$ cat config.mk
export PLATFORM = sky130hd
export DESIGN_NAME = ata_pio_taskfile
export DESIGN_NICKNAME = d
export VERILOG_FILES = /design/src/design/ata_pio_disk_device_defines.svh /design/src/design/ata_pio_pkg.sv /design/src/design/ata_pio_taskfile.sv
export SDC_FILE = /design/constraint.sdc
export NUM_CORES = 1
export LEC_CHECK = 0
export CELL_PAD_IN_SITES_DETAIL_PLACEMENT = 1
export CELL_PAD_IN_SITES_GLOBAL_PLACEMENT = 1
export CORE_MARGIN = 2
export CORE_UTILIZATION = 54
export CTS_BUF_LIST = sky130_fd_sc_hd__clkbuf_8
export CTS_CLUSTER_DIAMETER = 30
export DETAILED_ROUTE_END_ITERATION = 10
export DONT_BUFFER_PORTS = 1
export GPL_TIMING_DRIVEN = 1
export PLACE_DENSITY = 0.95
export REMOVE_ABC_BUFFERS = 1
export SLEW_MARGIN = 5
export SYNTH_ARGS = -nofsm -noshare
export SYNTH_HDL_FRONTEND = slang
export SYNTH_SLANG_ARGS = --single-unit
$ cat constraint.sdc
create_clock -name clk_i -period 11.3 [get_ports clk_i]
set_input_delay 1.13 -clock clk_i [delete_from_list [all_inputs] [get_ports clk_i]]
set_output_delay 1.13 -clock clk_i [all_outputs]
set_load 0.02 [all_outputs]
$ cat src/design/ata_pio_disk_device_defines.svh
// Assertion macros used by the checks in ata_pio_disk_device.
`ifndef ATA_PIO_DISK_DEVICE_DEFINES_SVH
`define ATA_PIO_DISK_DEVICE_DEFINES_SVH

// Same-cycle implication, disabled while reset is asserted.
`define ATA_ASSERT_NOW(lbl, clk, rst_n, ante, cons, msg) \
  lbl: assert property (@(posedge clk) disable iff (!rst_n) (ante) |-> (cons)) \
    else $error(msg);

// Next-cycle implication, disabled while reset is asserted.
`define ATA_ASSERT_NEXT(lbl, clk, rst_n, ante, cons, msg) \
  lbl: assert property (@(posedge clk) disable iff (!rst_n) (ante) |=> (cons)) \
    else $error(msg);

`endif

$ cat src/design/ata_pio_pkg.sv
package ata_pio_pkg;

  localparam int MaxCylindersDef = 4;
  localparam int SectorWords     = 256;
  localparam int IdxW            = 37;
  localparam int CylWordsLog2    = 18;

  // Bus actions.
  localparam logic [1:0] ActByteRd = 2'd0;
  localparam logic [1:0] ActWordRd = 2'd1;
  localparam logic [1:0] ActByteWr = 2'd2;
  localparam logic [1:0] ActWordWr = 2'd3;

  // Register offsets.
  localparam logic [8:0] OffData    = 9'h000;
  localparam logic [8:0] OffError   = 9'h001;
  localparam logic [8:0] OffSecCnt  = 9'h002;
  localparam logic [8:0] OffSecNum  = 9'h003;
  localparam logic [8:0] OffCylLow  = 9'h004;
  localparam logic [8:0] OffCylHigh = 9'h005;
  localparam logic [8:0] OffDrvHead = 9'h006;
  localparam logic [8:0] OffCmdStat = 9'h007;
  localparam logic [8:0] OffDevCtl  = 9'h100;

  // Commands.
  localparam logic [7:0] CmdIdentify = 8'hEC;
  localparam logic [7:0] CmdInitParm = 8'h91;
  localparam logic [7:0] CmdRead     = 8'h20;
  localparam logic [7:0] CmdReadNr   = 8'h21;
  localparam logic [7:0] CmdWrite    = 8'h30;
  localparam logic [7:0] CmdWriteNr  = 8'h31;
  localparam logic [7:0] CmdReadMul  = 8'hC4;
  localparam logic [7:0] CmdWriteMul = 8'hC5;

  // Status and device control bits.
  localparam logic [7:0] StBsy  = 8'h80;
  localparam logic [7:0] StDrdy = 8'h40;
  localparam logic [7:0] StDsc  = 8'h10;
  localparam logic [7:0] StDrq  = 8'h08;
  localparam int DcRstBit  = 2;
  localparam int DcNienBit = 1;

  // Result of the task file stage for one beat.
  typedef struct packed {
    logic [15:0] rdata;
    logic        use_mem;
    logic        raise_irq;
    logic        clear_irq;
  } stage_t;

  // Identify word for a word index, already byte-swapped.
  function automatic logic [15:0] ident_word(input logic [7:0] idx, input logic [2:0] cyl);
    logic [15:0] w;
    logic [12:0] total;
    total = {cyl, 10'b0};
    w = 16'h0000;
    if (idx >= 8'd32 && idx <= 8'd46) begin
      w = 16'h2020;
    end else begin
      case (idx)
        8'd0:                         w = 16'h0444;
        8'd1, 8'd54:                  w = {13'b0, cyl};
        8'd3, 8'd55:                  w = 16'd16;
        8'd4:                         w = 16'h8000;
        8'd5, 8'd21:                  w = 16'h0200;
        8'd6, 8'd56:                  w = 16'd64;
        8'd20:                        w = 16'd3;
        8'd22:                        w = 16'd4;
        8'd27:                        w = 16'h6f72;
        8'd28:                        w = 16'h656d;
        8'd29:                        w = 16'h752d;
        8'd30:                        w = 16'h6469;
        8'd31:                        w = 16'h736b;
        8'd47:                        w = 16'h8100;
        8'd49, 8'd51, 8'd52:          w = 16'h0200;
        8'd57, 8'd60:                 w = {3'b0, total};
        8'd59:                        w = 16'h0100;
        8'd80:                        w = 16'd6;
        8'd82, 8'd83, 8'd84, 8'd85,
        8'd87:                        w = 16'h4000;
        default:                      w = 16'h0000;
      endcase
    end
    return {w[7:0], w[15:8]};
  endfunction

endpackage

$ cat src/design/ata_pio_taskfile.sv
module ata_pio_taskfile #(
  parameter int MaxCylinders = 4,
  parameter int AddrW = 20
) (
  input  logic                 clk_i,
  input  logic                 rst_ni,
  input  logic                 accept_i,
  input  logic [1:0]           action_i,
  input  logic [8:0]           offset_i,
  input  logic [15:0]          wdata_i,
  input  logic                 cfg_we_i,
  input  logic [2:0]           cfg_wdata_i,
  output ata_pio_pkg::stage_t  stage_o,
  output logic                 mem_we_o,
  output logic                 mem_re_o,
  output logic [AddrW-1:0]     mem_addr_o
);
  import ata_pio_pkg::*;

  logic [2:0]      cyl_cnt_q;
  logic [7:0]      dev_ctl_q, dev_ctl_d, drv_head_q, drv_head_d;
  logic [7:0]      sec_num_q, sec_num_d, sec_cnt_q, sec_cnt_d;
  logic [7:0]      status_q, status_d, feature_q, feature_d;
  logic [7:0]      error_q, error_d, command_q, command_d;
  logic [7:0]      cyl_low_q, cyl_low_d, cyl_high_q, cyl_high_d;
  logic            selected_q, selected_d, from_ident_q, from_ident_d;
  logic [IdxW-1:0] widx_q, widx_d, send_q, send_d;

  logic [2:0]      cyls;
  logic [IdxW-1:0] buf_size, widx_inc;
  logic [27:0]     sector, sector_inc;
  logic            in_range, irq_on;
  logic [7:0]      b;
  logic [8:0]      n_sec;
  stage_t          st;

  // Effective cylinder count and buffer size.
  always_comb begin
    cyls = ({29'b0, cyl_cnt_q} > MaxCylinders) ? 3'(MaxCylinders) : cyl_cnt_q;
    buf_size = from_ident_q ? IdxW'(SectorWords)
                            : IdxW'({cyls, {CylWordsLog2{1'b0}}});
  end

  assign sector     = drv_head_q[6] ? {drv_head_q[3:0], cyl_high_q, cyl_low_q, sec_num_q} : '0;
  assign sector_inc = sector + 28'd1;
  assign in_range   = (offset_i == OffData) && (widx_q < buf_size);
  assign widx_inc   = widx_q + IdxW'(1);
  assign irq_on     = !dev_ctl_q[DcNienBit];
  assign b          = wdata_i[7:0];
  assign n_sec      = (sec_cnt_q == 8'd0) ? 9'd256 : {1'b0, sec_cnt_q};

  // Next state and result of one beat.
  always_comb begin
    dev_ctl_d = dev_ctl_q;    drv_head_d = drv_head_q;
    sec_num_d = sec_num_q;    sec_cnt_d = sec_cnt_q;
    status_d = status_q;      feature_d = feature_q;
    error_d = error_q;        command_d = command_q;
    cyl_low_d = cyl_low_q;    cyl_high_d = cyl_high_q;
    selected_d = selected_q;  from_ident_d = from_ident_q;
    widx_d = widx_q;          send_d = send_q;
    st = '0;
    mem_we_o = 1'b0;
    mem_re_o = 1'b0;
    case (action_i)
      ActByteRd: begin
        if (!selected_q) begin
          st.rdata = 16'h00ff;
        end else begin
          case (offset_i)
            OffError:   st.rdata = {8'b0, error_q};
            OffSecCnt:  st.rdata = {8'b0, sec_cnt_q};
            OffSecNum:  st.rdata = {8'b0, sec_num_q};
            OffCylLow:  st.rdata = {8'b0, cyl_low_q};
            OffCylHigh: st.rdata = {8'b0, cyl_high_q};
            OffDrvHead: st.rdata = {8'b0, drv_head_q};
            OffCmdStat: begin
              st.rdata = {8'b0, status_q};
              st.clear_irq = 1'b1;
            end
            OffDevCtl:  st.rdata = {8'b0, status_q};
            default:    st.rdata = 16'h0000;
          endcase
        end
      end
      ActWordRd, ActWordWr: begin
        if (in_range) begin
          if (action_i == ActWordRd) begin
            if (from_ident_q) begin
              st.rdata = ident_word(widx_q[7:0], cyls);
            end else begin
              st.use_mem = 1'b1;
              mem_re_o = 1'b1;
            end
          end else begin
            mem_we_o = !from_ident_q;
          end
          widx_d = widx_inc;
          if (widx_inc >= send_q) begin
            status_d = StDrdy | StDsc;
            if (action_i == ActWordWr) begin
              st.raise_irq = irq_on;
            end
            // Multi-sector single commands move on to the next sector.
            if (((action_i == ActWordRd && command_q == CmdRead) ||
                 (action_i == ActWordWr && command_q == CmdWrite)) && sec_cnt_q != 8'd1) begin
              sec_cnt_d = sec_cnt_q - 8'd1;
              sec_num_d = sector_inc[7:0];
              cyl_low_d = sector_inc[15:8];
              cyl_high_d = sector_inc[23:16];
              drv_head_d = {drv_head_q[7:4], sector_inc[27:24]};
              send_d = send_q + IdxW'(SectorWords);
              status_d = StDrdy | StDsc | StDrq;
              if (action_i == ActWordRd) begin
                st.raise_irq = irq_on;
              end
            end
          end
        end
      end
      default: begin
        if (offset_i == OffDrvHead) begin
          drv_head_d = b;
          selected_d = !b[4];
        end else if (offset_i == OffDevCtl) begin
          // Soft reset falls on the release of SRST.
          if (!b[DcRstBit] && dev_ctl_q[DcRstBit]) begin
            drv_head_d = {drv_head_q[7:4], 4'b0};
            status_d = StDrdy | StDsc;
            sec_num_d = 8'd1;
            sec_cnt_d = 8'd1;
            cyl_low_d = 8'd0;
            cyl_high_d = 8'd0;
            error_d = 8'd1;
            command_d = 8'd0;
          end else if (b[DcRstBit] && !dev_ctl_q[DcRstBit]) begin
            error_d = 8'd1;
            status_d = StBsy | StDsc;
          end
          dev_ctl_d = b;
        end else if (selected_q) begin
          case (offset_i)
            OffError:   feature_d = b;
            OffSecCnt:  sec_cnt_d = b;
            OffSecNum:  sec_num_d = b;
            OffCylLow:  cyl_low_d = b;
            OffCylHigh: cyl_high_d = b;
            OffCmdStat: begin
              command_d = b;
              case (b)
                CmdIdentify: begin
                  from_ident_d = 1'b1;
                  widx_d = '0;
                  send_d = IdxW'(SectorWords);
                  status_d = StDrdy | StDsc | StDrq;
                  st.raise_irq = irq_on;
                end
                CmdInitParm: begin
                  status_d = StDrdy | StDsc;
                  error_d = 8'd0;
                  st.raise_irq = irq_on;
                end
                CmdRead, CmdReadNr, CmdWrite, CmdWriteNr, CmdReadMul, CmdWriteMul: begin
                  from_ident_d = 1'b0;
                  widx_d = IdxW'({sector, 8'b0});
                  if (b == CmdReadMul || b == CmdWriteMul) begin
                    send_d = IdxW'({sector, 8'b0}) + IdxW'({n_sec, 8'b0});
                  end else begin
                    send_d = IdxW'({sector, 8'b0}) + IdxW'(SectorWords);
                  end
                  status_d = StDrdy | StDsc | StDrq;
                  error_d = 8'd0;
                  st.raise_irq = (b == CmdRead || b == CmdReadNr || b == CmdReadMul) && irq_on;
                end
                default: ;
              endcase
            end
            default: ;
          endcase
        end
      end
    endcase
    mem_we_o = mem_we_o && accept_i;
    mem_re_o = mem_re_o && accept_i;
  end

  assign stage_o    = st;
  assign mem_addr_o = widx_q[AddrW-1:0];

  // Task file registers, updated on each accepted beat; the cylinder count on cfg_we_i.
  always_ff @(posedge clk_i or negedge rst_ni) begin
    if (!rst_ni) begin
      cyl_cnt_q <= '0;
      dev_ctl_q <= 8'h08;  drv_head_q <= 8'ha0;
      sec_num_q <= 8'h01;  sec_cnt_q <= 8'h01;
      status_q <= StDrdy;  feature_q <= '0;
      error_q <= 8'h01;    command_q <= '0;
      cyl_low_q <= '0;     cyl_high_q <= '0;
      selected_q <= 1'b1;  from_ident_q <= 1'b1;
      widx_q <= '0;        send_q <= IdxW'(SectorWords);
    end else begin
      if (cfg_we_i) begin
        cyl_cnt_q <= cfg_wdata_i;
      end
      if (accept_i) begin
        dev_ctl_q <= dev_ctl_d;    drv_head_q <= drv_head_d;
        sec_num_q <= sec_num_d;    sec_cnt_q <= sec_cnt_d;
        status_q <= status_d;      feature_q <= feature_d;
        error_q <= error_d;        command_q <= command_d;
        cyl_low_q <= cyl_low_d;    cyl_high_q <= cyl_high_d;
        selected_q <= selected_d;  from_ident_q <= from_ident_d;
        widx_q <= widx_d;          send_q <= send_d;
      end
    end
  end

endmodule

**Yosys cells after proc, flatten, opt, wreduce, memory -nomap -nowiden**

Index checks and enable logic that the tools add are counted.

- Register bits: 146
- Input port bits: 34
- Output and inout bits: 41
- Word-level logic and storage cells: 268

- $add $sub $neg: 6
- Order comparisons: 5
- Equal/unequal tests: 59
- Multiplexer cells: 112
- Bitwise logic cells: 5
- Reduce and logical (&&, ||, !) cells: 66

Operator list:

| kind | count |
|---|---|
| 37-bit 2-to-1 mux | 13 |
| 8-bit 2-to-1 mux | 48 |
| 37-bit one-hot mux with 2 select lines | 4 |
| 16-bit one-hot mux with 18 select lines | 1 |
| 8-bit by 6-bit == test with 1-bit output (second input constant) | 16 |
| 8-bit one-hot mux with 2 select lines | 7 |
| 8-bit by 5-bit == test with 1-bit output (second input constant) | 8 |
| 8-bit one-hot mux with 7 select lines | 1 |
| 8-bit by 7-bit == test with 1-bit output (second input constant) | 6 |
| 16-bit 2-to-1 mux | 3 |
| 9-bit AND reduction | 5 |
| 36-bit by 17-bit adder with 37-bit output | 1 |
| 36-bit by 9-bit adder with 37-bit output (second input constant) | 1 |
| 37-bit by 1-bit adder with 37-bit output (second input constant) | 1 |
| 37-bit by 9-bit adder with 37-bit output (second input constant) | 1 |
| 37-bit >= comparator | 1 |
| 37-bit by 21-bit < comparator with 1-bit output | 1 |
| 9-bit by 3-bit == test with 1-bit output (second input constant) | 4 |
| 8-bit == test (second input constant) | 4 |
| 16-bit one-hot mux with 2 select lines | 1 |
| 28-bit by 1-bit adder with 28-bit output (second input constant) | 1 |
| 28-bit 2-to-1 mux | 1 |
| 3-bit nonzero test | 9 |
| 8-bit by 3-bit == test with 1-bit output (second input constant) | 3 |
| 44 further kinds | 112 |

**Logic depth before layout (Yosys ltp)**

- Depth after elaboration: 10
- Gate-level depth with buffers: 19

**Worst setup path after synthesis**

No wires, ideal clock.

- Kind: reg2out
- From: register widx_q[6]
- To: output stage_o[1] (netlist name)
- Arrival: 3.960 ns
- Data required time: 10.170 ns
- Slack: 6.210 ns
- Cell stages (with the launch flop): 19
- Path buffers: 2
- Cell sequence: dfrtp_1 > clkbuf_1 > and3_1 > nand4_1 > nor3_1 > nand3_1 > nor2_1 > nand3_1 > xnor2_1 > ha_1 > nand4_1 > or4_1 > nand3b_1 > o2111ai_2 > a22oi_2 > buf_2 > nor3_1 > a31oi_1 > nor2_1

RTL lines:

| item | RTL line | RTL |
|---|---|---|
| from (decl) | ata_pio_taskfile.sv:27 | `logic [IdxW-1:0] widx_q, widx_d, send_q, send_d;` |
| from (signal assigned) | ata_pio_taskfile.sv:211 | `widx_q <= widx_d; send_q <= send_d;` |
| to (decl) | ata_pio_taskfile.sv:13 | `output ata_pio_pkg::stage_t stage_o,` |

==> metrics <==
status=complete, no violations; ys async rst share=100.0%; Multi-input gate area=approximately 7000 sq um; Post-Syn Instances=between 1000 and 1500; CP peak stage delay=0.64 ns; Die Y=roughly 150 um; die width=between 100 and 150 um; Pint=roughly 0.00076 W; Clock Tree Root=clkbuf_8; Layout Utilization=between 50 and 60%; Rows=between 50 and 60; largest net degree at the start of global routing=roughly 130; FF+latch area=3164 sq um; Final Max Slew Viols=0; Final GP Congestion=about 1.0; first-pass GRT wire length=between 60000 and 70000 um; Final Hold Vio Count=0; post-layout minimum cycle time=6.864 ns; Worst EP required=10.17 ns; sequential group share of total power=~50%; worst skew pair latency=0.48 ns; Setup crit start kind=flip-flop; Avg Synthesized Cell Area=a little under 8 sq um; Cell Area, Synth=between 10000 and 15000 sq um; Yosys reg bits=around 130; Finished Layout Cells=~1600; layout cells sized above 1=7.249%; initial DRC count=roughly 1300; min-delay worst type=primary input to asynchronous set/reset pin; H-Tree Depth=4; relative slew slack=a little under an eighth; Syn. warnings=0; clock share of power=38.8%; FF-to-FF path depth=15; Switch Pwr=about 0.00038 W; Max VDD drop=about 80 uV; Setup Fix Bufs, Post-CTS=0; Total GRT Usage=about two fifths; clock skew=approximately 0.019 ns; wire per inst=approximately 27 um; Core Area=roughly 20000 sq um; DRC errors left=0; starting density of the core=between 50 and 60%; Resize count post-CTS=0; I/O Buffers=0; Ports=75; register area share after synthesis=28.60%; Comb pwr share=between 10% and 20%; DRT Pass-1 Iters=6; hold_buf cts=0; critical path peak fanout=17; placed insts=between 1500 and 2000; CTS tree=done; Power per Cell Area=~100 nW/um^2; sw frac=approximately a third; Slew @ Worst Pin=between 1 and 1.5 ns; Final HPWL DP=between 30000 and 40000 um; Final setup viols=0; Primary FF master, synth=dfrtp_1; fill count=approximately 2500; RSZ-0062 raised after global routing=no; synth unique cells=88; max-cap violations=0; Antenna Diode Count=0; Worst EP arrival=around 5.7 ns; number of flops mapped to enable cells by yosys=0; Static Leak=4.410 nW; achievable frequency=~0.15 GHz; number of vias per cell=about 7.3; clk buf depth=2; DRT antenna net count=0; Area Growth Syn to Fin=2.849%; period utilisation layout=60.75%; Crit Path Class=flip-flop to output pin; DRT Wirelength=approximately 43000 um; initial antenna violation count=0; Die ar.=around 22000 sq um; total negative slack=0 ns; total gr overflow=0; total CTS buffers=17; clock-pin slew on the worst setup and hold paths=approximately 0.10 ns; CTS Sinks=126; Worst Setup End Kind=output pin; crit-path cells=ha_1 > nand4_1 > nor2_1 > nand3_1 > nor3_1 > nand3_1 > xnor2_1 > ha_1 > a21oi_1 > nor2b_1 > o21ai_0 > o2111ai_2 > a22oi_2 > buf_4 > nor3_1 > a31oi_1 > nor2_1; total number of vias=approximately 12000; Nets=between 1000 and 1500; highest-delay cell along the critical path=ha_1; vias in the first global route=between 10000 and 15000
-- placed cells by master, fill, tap and decap left out, drive strengths merged, types with 14 or more instances in the layout --
master	Yosys	final
a21oi	81	81
mux2i	14	14
nor3	49	49
xnor2	41	41
a32oi	14	14
nor2b	15	15
nor4	29	29
inv	52	56
ha	49	49
and3	31	31
o21ai	108	108
mux2	24	24
nor2	86	86
o31ai	14	14
dfrtp	117	117
clkbuf	69	17
o211ai	15	15
nand2	168	168
buf	49	14
and2	23	23
a22oi	23	23
nand4	37	37
a31oi	30	30
or3	14	14
nand3	82	82
xor2	23	23
-- synthesized netlist by cell type (all sizes together), types with 8 or more instances --
cell	count	share of area [%]
mux2	24	2.4
inv	52	1.8
nand4	37	2.1
dfrtp	117	26
nor4	29	1.8
o211ai	15	1.0
ha	49	5.5
xnor2	41	3.2
buf	49	2.7
nand2b	13	0.73
o21ai	108	5.1
a221oi	12	0.95
dfstp	9	2.1
a21oi	81	3.7
o31ai	14	0.95
or3	14	0.79
o21a	11	0.75
a22oi	23	1.6
nor2	86	3.0
o22ai	13	0.73
a32oi	14	1.1
nor2b	15	0.85
clkbuf	69	2.3
a31oi	30	1.7
and2	23	1.3
o41ai	8	0.63
mux2i	14	1.3
nand3	82	3.7
nor3	49	2.3
nand2	168	5.7
and3	31	1.8
xor2	23	1.8
-- routing by layer --
| metal | up-vias | part of all wire (%) | track usage [%] |
|---|---|---|---|
| li1 | 5065 | - | - |
| met1 | 5772 | 39 | 50.24 |
| met2 | 739 | 45 | 63.90 |
| met3 | 224 | 9.2 | 9.006 |
| met4 | 0 | 6.8 | 26.11 |
| met5 | - | 0 | 0 |
-- worst paths after layout --
check                        startpoint            to  slack, ns
max                           widx_q[1]    stage_o[1]       4.44
min                              rst_ni     widx_q[1]       0.35
max reg2reg                   widx_q[5]     send_q[8]       5.24
min reg2reg                command_q[2]  command_q[2]       0.48
max in group asynchronous        rst_ni  from_ident_q      10.65
min in group clk_i         command_q[2]  command_q[2]       0.48
-- logic make-up (layout without fill, tap and decap cells) --
kind of cell | Yosys count | in the layout | share of synthesized area [%]
xor+xnor | 64 | 64 | 5.066
other cells | 1 | 1 | 0.03389
simple gates | 583 | 583 | 26.80
mux | 38 | 38 | 3.709
compound gates | 392 | 392 | 23.27
flops | 126 | 126 | 28.60
buf+inv | 170 | 98 | 6.807
fa+ha+maj | 50 | 50 | 5.721
-- stage by stage --
step | total power, W | setup WS [ns] | instance area [sq um] | hold slack (ns)
final | 0.001139 | 4.436 | 11380 | 0.3462
after floorplan | 0.0006264 | 5.981 | 10510 | 0.4347
after detailed placement | 0.0006922 | 5.082 | 10960 | 0.4715
after global routing | 0.001169 | 4.151 | 11380 | 0.3331
after global placement | 0.0006812 | 5.248 | 10960 | 0.4632
after CTS | 0.001126 | 4.468 | 11380 | 0.3342
-- critical path, delay by kind of cell (launching register included) --
kind            cells  cell delay, ns
flops               1            0.57
buf+inv             1            0.31
xor+xnor            1            0.20
compound gates      5            1.09
fa+ha+maj           2            0.91
simple gates        8            2.14
-- flip-flops by register name, indices dropped and copies added (netlist names) --
name          count
cyl_low_q         8
widx_q           37
drv_head_q        8
send_q           29
command_q         8
sec_cnt_q         8
sec_num_q         8
from_ident_q      1
cyl_cnt_q         3
selected_q        1
error_q           1
cyl_high_q        8
dev_ctl_q         2
status_q          4
-- final cells by class --
type / instances / share of cell area, %
Clock buffer: 17 / 2.056
Sequential cell: 126 / 27.80
Inverter: 52 / 1.715
Timing Repair Buffer: 14 / 0.9235
Clock inverter: 15 / 1.627
Tap cell: 270 / 2.968
Multi-Input combinational cell: 1128 / 62.91
-- power groups by stage --
stage | logic, W | registers (W) | clock network (W)
3_3_place_gp | 0.000120 | 0.000561 | 0
3_5_place_dp | 0.000129 | 0.000564 | 0
5_1_grt | 0.000148 | 0.000563 | 0.000458
2_1_floorplan | 0.0000969 | 0.000529 | 0
4_1_cts | 0.000131 | 0.000556 | 0.000439
6_report | 0.000134 | 0.000563 | 0.000442
Power figures use the tool's default switching activity.
